$ cat config.mk
export PLATFORM = sky130hd
export DESIGN_NAME = timer_slot_pool
export DESIGN_NICKNAME = d
export VERILOG_FILES = /design/src/rtl/tsp_pkg.sv /design/src/rtl/tsp_slot_mem.sv /design/src/rtl/timer_slot_pool.sv
export SDC_FILE = /design/constraint.sdc
export NUM_CORES = 2
export LEC_CHECK = 0
export BUFFER_PORTS_ARGS = -buffer_cell sky130_fd_sc_hd__clkbuf_2
export CORE_ASPECT_RATIO = 1.75
export CORE_MARGIN = 1
export CORE_UTILIZATION = 53
export DETAILED_ROUTE_END_ITERATION = 10
export PLACE_DENSITY = 0.82
export SLEW_MARGIN = 20
export SYNTH_ARGS = -nofsm -noshare
export SYNTH_HDL_FRONTEND = slang
export SYNTH_HIERARCHICAL = 1
export SYNTH_SLANG_ARGS = --single-unit
$ cat constraint.sdc
create_clock -name clock -period 10.4 [get_ports clock]
set_input_delay 3.12 -clock clock [delete_from_list [all_inputs] [get_ports clock]]
set_output_delay 3.12 -clock clock [all_outputs]
set_load 0.05 [all_outputs]
$ cat src/rtl/tsp_pkg.sv
// ----------------------------------------------------------------------------
// tsp_pkg
// Shared codes and field widths for the timer slot pool.
// ----------------------------------------------------------------------------
package tsp_pkg;

   // request codes carried on req_tuser
   localparam logic [1:0] REQ_TICK     = 2'd0;
   localparam logic [1:0] REQ_ONE_SHOT = 2'd1;
   localparam logic [1:0] REQ_PERIODIC = 2'd2;
   localparam logic [1:0] REQ_CLEAR    = 2'd3;

   // result kinds carried on rsp_tuser
   localparam logic [1:0] KIND_STARTED   = 2'd0;
   localparam logic [1:0] KIND_EXHAUSTED = 2'd1;
   localparam logic [1:0] KIND_CLEARED   = 2'd2;
   localparam logic [1:0] KIND_FIRED     = 2'd3;

   // fixed field widths on the stream ports
   localparam int COUNT_W = 32;
   localparam int TAG_W   = 16;
   localparam int SLOT_W  = 4;

   // at most this many fire results are reported for one tick
   localparam logic [4:0] MAX_FIRES = 5'd16;

endpackage

$ cat src/rtl/tsp_slot_mem.sv
// ----------------------------------------------------------------------------
// tsp_slot_mem
// Per-slot store of remaining count, reload period and event tag: one write
// port, one read port with registered read data.
// ----------------------------------------------------------------------------
module tsp_slot_mem #(
   parameter int POOL_SIZE  = 16,
   parameter int COUNT_BITS = 32,
   parameter int TAG_BITS   = 16,
   parameter int IDX_BITS   = 4
) (
   input  logic                  clock,
   // write port: remaining alone, or all three fields
   input  logic                  wr_rem_en,
   input  logic                  wr_all_en,
   input  logic [IDX_BITS-1:0]   wr_addr,
   input  logic [COUNT_BITS-1:0] wr_rem,
   input  logic [COUNT_BITS-1:0] wr_reload,
   input  logic [TAG_BITS-1:0]   wr_tag,
   // read port
   input  logic                  rd_en,
   input  logic [IDX_BITS-1:0]   rd_addr,
   output logic [COUNT_BITS-1:0] rd_rem,
   output logic [COUNT_BITS-1:0] rd_reload,
   output logic [TAG_BITS-1:0]   rd_tag
);

   logic [COUNT_BITS-1:0] rem_mem    [POOL_SIZE];
   logic [COUNT_BITS-1:0] reload_mem [POOL_SIZE];
   logic [TAG_BITS-1:0]   tag_mem    [POOL_SIZE];

   // write
   always_ff @(posedge clock) begin
      if (wr_rem_en || wr_all_en) begin
         rem_mem[wr_addr] <= wr_rem;
      end
      if (wr_all_en) begin
         reload_mem[wr_addr] <= wr_reload;
         tag_mem[wr_addr]    <= wr_tag;
      end
   end

   // registered read, held while not enabled
   always_ff @(posedge clock) begin
      if (rd_en) begin
         rd_rem    <= rem_mem[rd_addr];
         rd_reload <= reload_mem[rd_addr];
         rd_tag    <= tag_mem[rd_addr];
      end
   end

endmodule

$ cat src/rtl/timer_slot_pool.sv
// ----------------------------------------------------------------------------
// timer_slot_pool
// Pool of countdown timer slots with one-shot and periodic start, clear and
// tick requests.
// ----------------------------------------------------------------------------
// Usage:
//   Requests come in on the req_ stream, one transaction per request; the
//   request code is on req_tuser. Results leave on the rsp_ stream; rsp_tlast
//   marks the final result caused by one request. A tick that fires nothing
//   and a clear of a slot number beyond the pool give no result.
//   The block takes one request at a time; req_tready is low while it works.
//   A tick walks the slots through the shared decrement/compare unit, one
//   slot a cycle over the single memory read port while no stall holds it.
//   A start scans the active bits one slot a cycle for the lowest free one
//   and then answers through the output register.
//   A clear answers through the output register as well.
//   Results pass through an output register; while the receiver holds
//   rsp_tready low, the block keeps one further fire result pending and then
//   pauses its walk until the register drains.
//   Reset frees every slot and empties the output register.
// ----------------------------------------------------------------------------
module timer_slot_pool #(
   parameter int POOL_SIZE  = 16,
   parameter int COUNT_BITS = 32,
   parameter int TAG_BITS   = 16
) (
   input  logic        clock,
   input  logic        reset,
   // request stream
   input  logic        req_tvalid,
   output logic        req_tready,
   input  logic [55:0] req_tdata,   // count[31:0], event_tag[47:32], slot[51:48], zero
   input  logic [1:0]  req_tuser,   // req_type[1:0]
   // result stream
   output logic        rsp_tvalid,
   input  logic        rsp_tready,
   output logic [23:0] rsp_tdata,   // slot_out[3:0], tag_out[19:4], zero
   output logic [1:0]  rsp_tuser,   // kind[1:0]
   output logic        rsp_tlast
);

   localparam int IDX_BITS = (POOL_SIZE > 1) ? $clog2(POOL_SIZE) : 1;
   localparam int CNT_BITS = IDX_BITS + 1;
   localparam logic [CNT_BITS-1:0] SCAN_END  = CNT_BITS'(POOL_SIZE);
   localparam logic [CNT_BITS-1:0] SCAN_LAST = CNT_BITS'(POOL_SIZE - 1);
   localparam logic [6:0]          SLOT_LIM  = 7'(POOL_SIZE);

   // sequencer states
   localparam logic [2:0] ST_IDLE  = 3'd0;
   localparam logic [2:0] ST_TICK  = 3'd1;
   localparam logic [2:0] ST_FLUSH = 3'd2;
   localparam logic [2:0] ST_ALLOC = 3'd3;
   localparam logic [2:0] ST_RESP  = 3'd4;

   // control state
   logic [2:0]           state_ff, state_in;
   logic [POOL_SIZE-1:0] act_ff, act_in;
   logic [CNT_BITS-1:0]  scan_ff, scan_in;
   logic                 eval_vld_ff, eval_vld_in;
   logic [4:0]           fires_ff, fires_in;
   logic                 pend_vld_ff, pend_vld_in;
   logic                 rsp_vld_ff, rsp_vld_in;

   // payload
   logic [IDX_BITS-1:0]      eval_idx_ff, eval_idx_in;
   logic [1:0]               pend_kind_ff, pend_kind_in;
   logic [tsp_pkg::SLOT_W-1:0] pend_slot_ff, pend_slot_in;
   logic [tsp_pkg::TAG_W-1:0]  pend_tag_ff, pend_tag_in;
   logic [1:0]               rsp_kind_ff, rsp_kind_in;
   logic [tsp_pkg::SLOT_W-1:0] rsp_slot_ff, rsp_slot_in;
   logic [tsp_pkg::TAG_W-1:0]  rsp_tag_ff, rsp_tag_in;
   logic                     rsp_last_ff, rsp_last_in;
   logic [COUNT_BITS-1:0]    cnt_ff, cnt_in;
   logic [TAG_BITS-1:0]      tag_ff, tag_in;
   logic                     periodic_ff, periodic_in;

   // memory interface
   logic                  wr_rem_en, wr_all_en, rd_en;
   logic [IDX_BITS-1:0]   wr_addr, rd_addr;
   logic [COUNT_BITS-1:0] wr_rem, wr_reload, rd_rem, rd_reload;
   logic [TAG_BITS-1:0]   rd_tag;

   // request fields
   logic [tsp_pkg::COUNT_W-1:0] req_count;
   logic [tsp_pkg::TAG_W-1:0]   req_tag;
   logic [tsp_pkg::SLOT_W-1:0]  req_slot;
   logic [TAG_BITS+tsp_pkg::TAG_W-1:0]        req_tag_ext;
   logic [IDX_BITS+tsp_pkg::SLOT_W-1:0]       req_slot_ext;
   logic [IDX_BITS+tsp_pkg::SLOT_W-1:0]       eval_slot_ext;
   logic [IDX_BITS+tsp_pkg::SLOT_W-1:0]       scan_slot_ext;
   logic [TAG_BITS+tsp_pkg::TAG_W-1:0]        rd_tag_ext;
   logic [IDX_BITS-1:0]   scan_idx;
   logic [IDX_BITS-1:0]   clr_idx;
   logic                  req_acc, rsp_free;
   logic                  eval_act, fire, report, stall;
   logic                  rsp_load;

   assign req_count = req_tdata[31:0];
   assign req_tag   = req_tdata[47:32];
   assign req_slot  = req_tdata[51:48];

   // width adaptation between slot indices, tags and the fixed port fields
   assign req_tag_ext   = {{TAG_BITS{1'b0}}, req_tag};
   assign req_slot_ext  = {{IDX_BITS{1'b0}}, req_slot};
   assign clr_idx       = req_slot_ext[IDX_BITS-1:0];
   assign scan_idx      = scan_ff[IDX_BITS-1:0];
   assign eval_slot_ext = {{tsp_pkg::SLOT_W{1'b0}}, eval_idx_ff};
   assign scan_slot_ext = {{tsp_pkg::SLOT_W{1'b0}}, scan_idx};
   assign rd_tag_ext    = {{tsp_pkg::TAG_W{1'b0}}, rd_tag};

   assign req_tready = (state_ff == ST_IDLE);
   assign req_acc    = req_tvalid && req_tready;
   assign rsp_free   = !rsp_vld_ff || rsp_tready;

   // shared compare unit: does the slot under evaluation fire this tick
   assign eval_act = act_ff[eval_idx_ff];
   assign fire     = eval_vld_ff && eval_act && (rd_rem[COUNT_BITS-1:1] == '0);
   assign report   = fire && (fires_ff < tsp_pkg::MAX_FIRES);
   assign stall    = report && pend_vld_ff && !rsp_free;

   // sequencer
   always_comb begin
      state_in     = state_ff;
      act_in       = act_ff;
      scan_in      = scan_ff;
      eval_vld_in  = eval_vld_ff;
      eval_idx_in  = eval_idx_ff;
      fires_in     = fires_ff;
      pend_vld_in  = pend_vld_ff;
      pend_kind_in = pend_kind_ff;
      pend_slot_in = pend_slot_ff;
      pend_tag_in  = pend_tag_ff;
      cnt_in       = cnt_ff;
      tag_in       = tag_ff;
      periodic_in  = periodic_ff;
      rsp_load     = 1'b0;
      rsp_last_in  = rsp_last_ff;
      wr_rem_en    = 1'b0;
      wr_all_en    = 1'b0;
      wr_addr      = eval_idx_ff;
      wr_rem       = rd_rem - COUNT_BITS'(1);
      wr_reload    = cnt_ff;
      rd_en        = 1'b0;
      rd_addr      = scan_idx;

      unique case (state_ff)
         ST_IDLE: begin
            if (req_acc) begin
               cnt_in      = req_count[COUNT_BITS-1:0];
               tag_in      = req_tag_ext[TAG_BITS-1:0];
               periodic_in = (req_tuser == tsp_pkg::REQ_PERIODIC);
               scan_in     = '0;
               unique case (req_tuser)
                  tsp_pkg::REQ_TICK: begin
                     fires_in    = '0;
                     eval_vld_in = 1'b0;
                     state_in    = ST_TICK;
                  end
                  tsp_pkg::REQ_ONE_SHOT, tsp_pkg::REQ_PERIODIC: begin
                     state_in = ST_ALLOC;
                  end
                  tsp_pkg::REQ_CLEAR: begin
                     if ({3'b000, req_slot} < SLOT_LIM) begin
                        act_in[clr_idx] = 1'b0;
                        pend_kind_in    = tsp_pkg::KIND_CLEARED;
                        pend_slot_in    = req_slot;
                        pend_tag_in     = '0;
                        state_in        = ST_RESP;
                     end
                  end
                  default: ;
               endcase
            end
         end

         ST_TICK: begin
            if (!stall) begin
               // evaluate the slot whose data sits in the read register
               if (eval_vld_ff && eval_act) begin
                  if (fire) begin
                     if (rd_reload != '0) begin
                        wr_rem    = rd_reload;
                        wr_rem_en = 1'b1;
                     end else begin
                        act_in[eval_idx_ff] = 1'b0;
                     end
                     if (report) begin
                        // the pending fire moves on only when a newer one follows it
                        rsp_load     = pend_vld_ff;
                        if (pend_vld_ff) begin
                           rsp_last_in = 1'b0;
                        end
                        pend_vld_in  = 1'b1;
                        pend_kind_in = tsp_pkg::KIND_FIRED;
                        pend_slot_in = eval_slot_ext[tsp_pkg::SLOT_W-1:0];
                        pend_tag_in  = rd_tag_ext[tsp_pkg::TAG_W-1:0];
                        fires_in     = fires_ff + 5'd1;
                     end
                  end else begin
                     wr_rem_en = 1'b1;
                  end
               end
               // fetch the next slot
               if (scan_ff < SCAN_END) begin
                  rd_en       = 1'b1;
                  eval_idx_in = scan_idx;
                  eval_vld_in = 1'b1;
                  scan_in     = scan_ff + CNT_BITS'(1);
               end else begin
                  eval_vld_in = 1'b0;
                  if (!eval_vld_ff) begin
                     state_in = ST_FLUSH;
                  end
               end
            end
         end

         ST_FLUSH: begin
            if (!pend_vld_ff) begin
               state_in = ST_IDLE;
            end else if (rsp_free) begin
               rsp_load    = 1'b1;
               rsp_last_in = 1'b1;
               pend_vld_in = 1'b0;
               state_in    = ST_IDLE;
            end
         end

         ST_ALLOC: begin
            // lowest free slot, one slot a cycle
            if (!act_ff[scan_idx]) begin
               act_in[scan_idx] = 1'b1;
               wr_all_en    = 1'b1;
               wr_addr      = scan_idx;
               wr_rem       = cnt_ff;
               wr_reload    = periodic_ff ? cnt_ff : '0;
               pend_kind_in = tsp_pkg::KIND_STARTED;
               pend_slot_in = scan_slot_ext[tsp_pkg::SLOT_W-1:0];
               pend_tag_in  = '0;
               state_in     = ST_RESP;
            end else if (scan_ff == SCAN_LAST) begin
               pend_kind_in = tsp_pkg::KIND_EXHAUSTED;
               pend_slot_in = '0;
               pend_tag_in  = '0;
               state_in     = ST_RESP;
            end else begin
               scan_in = scan_ff + CNT_BITS'(1);
            end
         end

         ST_RESP: begin
            if (rsp_free) begin
               rsp_load    = 1'b1;
               rsp_last_in = 1'b1;
               state_in    = ST_IDLE;
            end
         end

         default: begin
            state_in = ST_IDLE;
         end
      endcase
   end

   // output register
   always_comb begin
      rsp_kind_in = rsp_load ? pend_kind_ff : rsp_kind_ff;
      rsp_slot_in = rsp_load ? pend_slot_ff : rsp_slot_ff;
      rsp_tag_in  = rsp_load ? pend_tag_ff  : rsp_tag_ff;
      if (rsp_load) begin
         rsp_vld_in = 1'b1;
      end else if (rsp_tready) begin
         rsp_vld_in = 1'b0;
      end else begin
         rsp_vld_in = rsp_vld_ff;
      end
   end

   // control registers
   always_ff @(posedge clock) begin
      if (reset) begin
         state_ff    <= ST_IDLE;
         act_ff      <= '0;
         scan_ff     <= '0;
         eval_vld_ff <= 1'b0;
         fires_ff    <= '0;
         pend_vld_ff <= 1'b0;
         rsp_vld_ff  <= 1'b0;
      end else begin
         state_ff    <= state_in;
         act_ff      <= act_in;
         scan_ff     <= scan_in;
         eval_vld_ff <= eval_vld_in;
         fires_ff    <= fires_in;
         pend_vld_ff <= pend_vld_in;
         rsp_vld_ff  <= rsp_vld_in;
      end
   end

   // payload registers
   always_ff @(posedge clock) begin
      eval_idx_ff  <= eval_idx_in;
      pend_kind_ff <= pend_kind_in;
      pend_slot_ff <= pend_slot_in;
      pend_tag_ff  <= pend_tag_in;
      rsp_kind_ff  <= rsp_kind_in;
      rsp_slot_ff  <= rsp_slot_in;
      rsp_tag_ff   <= rsp_tag_in;
      rsp_last_ff  <= rsp_last_in;
      cnt_ff       <= cnt_in;
      tag_ff       <= tag_in;
      periodic_ff  <= periodic_in;
   end

   // slot store
   tsp_slot_mem #(
      .POOL_SIZE  (POOL_SIZE),
      .COUNT_BITS (COUNT_BITS),
      .TAG_BITS   (TAG_BITS),
      .IDX_BITS   (IDX_BITS)
   ) u_slot_mem (
      .clock     (clock),
      .wr_rem_en (wr_rem_en),
      .wr_all_en (wr_all_en),
      .wr_addr   (wr_addr),
      .wr_rem    (wr_rem),
      .wr_reload (wr_reload),
      .wr_tag    (tag_ff),
      .rd_en     (rd_en),
      .rd_addr   (rd_addr),
      .rd_rem    (rd_rem),
      .rd_reload (rd_reload),
      .rd_tag    (rd_tag)
   );

   assign rsp_tvalid = rsp_vld_ff;
   assign rsp_tdata  = {4'b0000, rsp_tag_ff, rsp_slot_ff};
   assign rsp_tuser  = rsp_kind_ff;
   assign rsp_tlast  = rsp_last_ff;

endmodule
==> flow_metrics.env <==
export IMPL_share_of_final_layout_standard_cells_stronger_than_drive_strength_1_pct=24.36
export IMPL_global_route_wire_length_before_repair_um=207500
export IMPL_cts_setup_buffers=0
export IMPL_dominantRegCellSynth="edfxtp_1"
export IMPL_synth_edf_count=1458
export IMPL_fin_worst_skew_ps=71.52
export IMPL_slowest_delay_ps=990
export IMPL_floorplan_core_area_um2=107400
export IMPL_clkPwrFrac_pct=33.4
export IMPL_worst_endpoint_required_ps=10790
export IMPL_via_count=29970
export IMPL_min_path_type="flip-flop to flip-flop"
export IMPL_cts_reportedPaths_clkPinSlew_ps=70
export IMPL_gr_usage_all_layers_pct=26.30
export IMPL_timing_rr_start="scan_ff[1]"
export IMPL_routedWlPerCell_um=33.10
export IMPL_max_cap_viol_count=0
export IMPL_yosysSeqAreaShare_pct=77.29
export IMPL_routed_wl_um=143000
export IMPL_cts_tree="done"
export IMPL_cts_sinks=1490
export IMPL_layout_cells_most_common="edfxtp_1"
export IMPL_static_leakage_power_nw=19.37
export IMPL_placementRows=159
export IMPL_dp_cells=4103
export IMPL_hpwl_um=70990
export IMPL_cts_buffer_depth=3
export IMPL_cp_max_fo=23
export IMPL_drt_antenna_violating_nets=0
export IMPL_gp_congestion=0.8279
export IMPL_hold_viol=0
export IMPL_cell_count_of_the_worst_reg_to_reg_path=9
export IMPL_final_min_clock_period_ps=6224
export IMPL_critical_path_n_buffers_inverters=2
export IMPL_timing_worst_setup_path_type="input port to flip-flop"
export IMPL_postCtsResizedCells=0
export IMPL_critical_path_arrival_ps=6620
export IMPL_netSwitchingPower_w=0.003447
export IMPL_overflow=0
export IMPL_synthDistinctLibCells=74
export IMPL_critPathLaunchType="input port"
export IMPL_grt_start_max_net_pins=107
export IMPL_cts_buffers_inserted=117
export IMPL_power_per_unit_of_standard_cell_area_nw_per_um2=216.4
export IMPL_setup_total_negative_slack_ps=0
export IMPL_finalCritPeriodShare_pct=59.85
export IMPL_setup_violations_final=0
export IMPL_hold_ws_ps=419.3
export IMPL_grt_pass1_vias=31110
export IMPL_element_type_at_the_critical_path_end="flip-flop"
export IMPL_multi_input_area_um2=12560
export IMPL_run_status="finished clean"
export IMPL_worst_path_top_cell_family_by_delay="compound AO/OA/AOI/OAI gates"
export IMPL_netlist_instances=2742
export IMPL_drt_pass1_iter_count=6
export IMPL_grt_setup_unrepaired="no"
export IMPL_nets=2928
export IMPL_portBuffers=82
export IMPL_dieWidth_um=250.9
export IMPL_pwr_share_comb_pct=13.4
export IMPL_avgSynthCellArea_um2=20.96
export IMPL_seq_area_um2=44430
export IMPL_p_int_w=0.01031
export IMPL_drt_first_iter_violations=4935
export IMPL_ios=91
export IMPL_cts_htree_levels=3
export IMPL_cp_slowest_cell="a211oi_1"
export IMPL_peakVddDrop_mv=0.1557
export IMPL_rr_endpoint="u_slot_mem/reload_mem[2][28]"
export IMPL_areaGrowthSynthToFinish_pct=10.56
export IMPL_yosysWarningCount=6
export IMPL_antenna_violations_before_repair=2
export IMPL_drt_drc_violations_left=0
export IMPL_worst_hold_path_num_cells=0
export IMPL_initial_utilization_pct=53.50
export IMPL_floorplan_die_area_um2=109800
export IMPL_max_slew_worst_pin_slew_ps=1132
export IMPL_cp_cell_sequence="clkbuf_2 -> nor2b_1 -> nand3_1 -> o21ai_0 -> a211oi_1 -> o211ai_1 -> nor2_4 -> buf_4"
export IMPL_stdcell_count=4320
export IMPL_min_from="pend_kind_ff[1]"
export IMPL_mostFrequentLayoutCells="edfxtp_1 (1,458), mux4_2 (324), a22oi_1 (193), nand2_1 (118), clkbuf_16 (117)"
export IMPL_pwr_share_seq_pct=53.2
export IMPL_routed_via_density=6.936
export IMPL_maxSlewViolCount=0
export IMPL_r2r_slack_ps=4880
export IMPL_synth_ff_latch_count=1490
export IMPL_achievable_frequency_mhz=160.7
export IMPL_syn_area_um2=57470
export IMPL_root_driver="clkbuf_16"
export IMPL_max_slew_margin_pct=23.85
export IMPL_n_fill_cell=7092
export IMPL_swShare_pct=25.06
export IMPL_worst_skew_pair_late_latency_ps=770
export IMPL_die_h_um=437.6
export IMPL_holdBufCountCts=0
export IMPL_hold_path_endpoint="rsp_tuser[1]"
export IMPL_asyncSetResetFlopFracSynth_pct=0
## cell usage after synthesis (all sizes together) (3+ instances only)
| cell type | number | area share (%) |
|---|---|---|
| a2111oi | 3 | 0.12 |
| a211oi | 16 | 0.21 |
| a21oi | 14 | 0.13 |
| a22oi | 193 | 2.5 |
| a31oi | 15 | 0.16 |
| a41oi | 3 | 0.046 |
| and2 | 4 | 0.044 |
| and3 | 26 | 0.28 |
| buf | 92 | 0.94 |
| clkbuf | 59 | 0.39 |
| dfxtp | 32 | 1.1 |
| edfxtp | 1458 | 76 |
| ha | 11 | 0.24 |
| inv | 12 | 0.078 |
| mux2 | 6 | 0.12 |
| mux2i | 14 | 0.24 |
| mux4 | 324 | 13 |
| nand2 | 118 | 0.77 |
| nand2b | 18 | 0.20 |
| nand3 | 13 | 0.11 |
| nand4 | 9 | 0.12 |
| nor2 | 63 | 0.41 |
| nor2b | 48 | 0.52 |
| nor3 | 13 | 0.13 |
| nor4 | 16 | 0.19 |
| o2111ai | 4 | 0.061 |
| o211ai | 4 | 0.052 |
| o21a | 3 | 0.039 |
| o21ai | 46 | 0.40 |
| o22ai | 14 | 0.15 |
| o31a | 3 | 0.046 |
| o31ai | 6 | 0.078 |
| or2 | 6 | 0.065 |
| or3 | 9 | 0.098 |
| or4 | 4 | 0.065 |
| xnor2 | 19 | 0.29 |
| xor2 | 11 | 0.17 |
## metal layers
layer | wire, um | part of all wire (%) | up-vias | track usage (%)
met2 | 74080 | 52 | 2443 | 45.44
met1 | 46570 | 33 | 15290 | 31.32
met5 | 0 | 0 | - | 0
li1 | - | - | 11690 | -
met4 | 7654 | 5.4 | 0 | 14.12
met3 | 14690 | 10 | 539 | 4.826
## registers in the layout, summed over array words and instances (netlist names), 2 cells and up
register / cells
u_slot_mem/reload_mem: 512
u_slot_mem/rem_mem: 512
u_slot_mem/tag_mem: 256
cnt_ff: 32
u_slot_mem/rd_reload: 32
u_slot_mem/rd_rem: 32
act_ff: 16
pend_tag_ff: 16
rsp_tag_ff: 16
tag_ff: 16
u_slot_mem/rd_tag: 16
fires_ff: 5
scan_ff: 5
eval_idx_ff: 4
pend_slot_ff: 4
rsp_slot_ff: 4
state_ff: 3
pend_kind_ff: 2
rsp_tuser: 2
## worst register-to-register path: cells and delay by family (launching register included)
family                 cells  cell delay, ps
buffers and inverters      2            1530
DFF                        1             740
muxes                      4            1780
and+or+nand+nor            3            1020
## worst max-delay path by stage
stage / startpoint / to / slack, ps / depth (start not counted)
CTS: rsp_tready / u_slot_mem/rem_mem[12][10] / 4230 / 8
finish: rsp_tready / u_slot_mem/rem_mem[15][16] / 4180 / 8
floorplan: rsp_tready / eval_idx_ff[0] / 50 / 3
detailed placement: rsp_tready / u_slot_mem/rem_mem[11][10] / 3450 / 8
global placement: rsp_tready / u_slot_mem/rem_mem[12][10] / 3800 / 8
global route: rsp_tready / u_slot_mem/rem_mem[7][31] / 4200 / 8
## final cells by class
type	instances	area share (%)
diodes	1	0.003938
clock buffers	128	4.672
clock inverters	87	1.491
inverters	12	0.07088
multi-input cells	1092	19.77
flip-flops and latches	1490	69.92
well taps	1368	2.694
repair buffers	142	1.376
## power by group through the flow
| stage | clock network, W | registers [W] | logic, W |
|---|---|---|---|
| 2_1_floorplan | 0 | 0.00734 | 0.00141 |
| 6_report | 0.00459 | 0.00732 | 0.00184 |
| 4_1_cts | 0.00463 | 0.00732 | 0.00183 |
| 3_5_place_dp | 0 | 0.00744 | 0.00179 |
| 5_1_grt | 0.00482 | 0.00734 | 0.00195 |
| 3_3_place_gp | 0 | 0.00742 | 0.00169 |
## stage by stage
stage               worst slack (ps)  instance area, um^2  power (W)  util [%]
finish                          4176                63540    0.01375     59.15
global route                    4203                63540    0.01411     59.15
CTS                             4227                63520    0.01378     59.13
detailed placement              3445                59600   0.009230     55.48
global placement                3798                59600   0.009114     55.48
floorplan                      46.71                57490   0.008749         -
## cell families (layout without fill, tap and decap cells)
| group | count (synthesis) | after routing | share of synthesized area, % |
|---|---|---|---|
| simple gates | 360 | 360 | 3.222 |
| xor+xnor | 30 | 30 | 0.4572 |
| buf+inv | 163 | 369 | 1.406 |
| fa+ha+maj | 11 | 11 | 0.2395 |
| flops | 1490 | 1490 | 77.29 |
| mux | 344 | 344 | 13.06 |
| compound gates | 343 | 343 | 4.319 |
| other cells | 1 | 5 | 0.006525 |
Power figures use the tool's default switching activity.
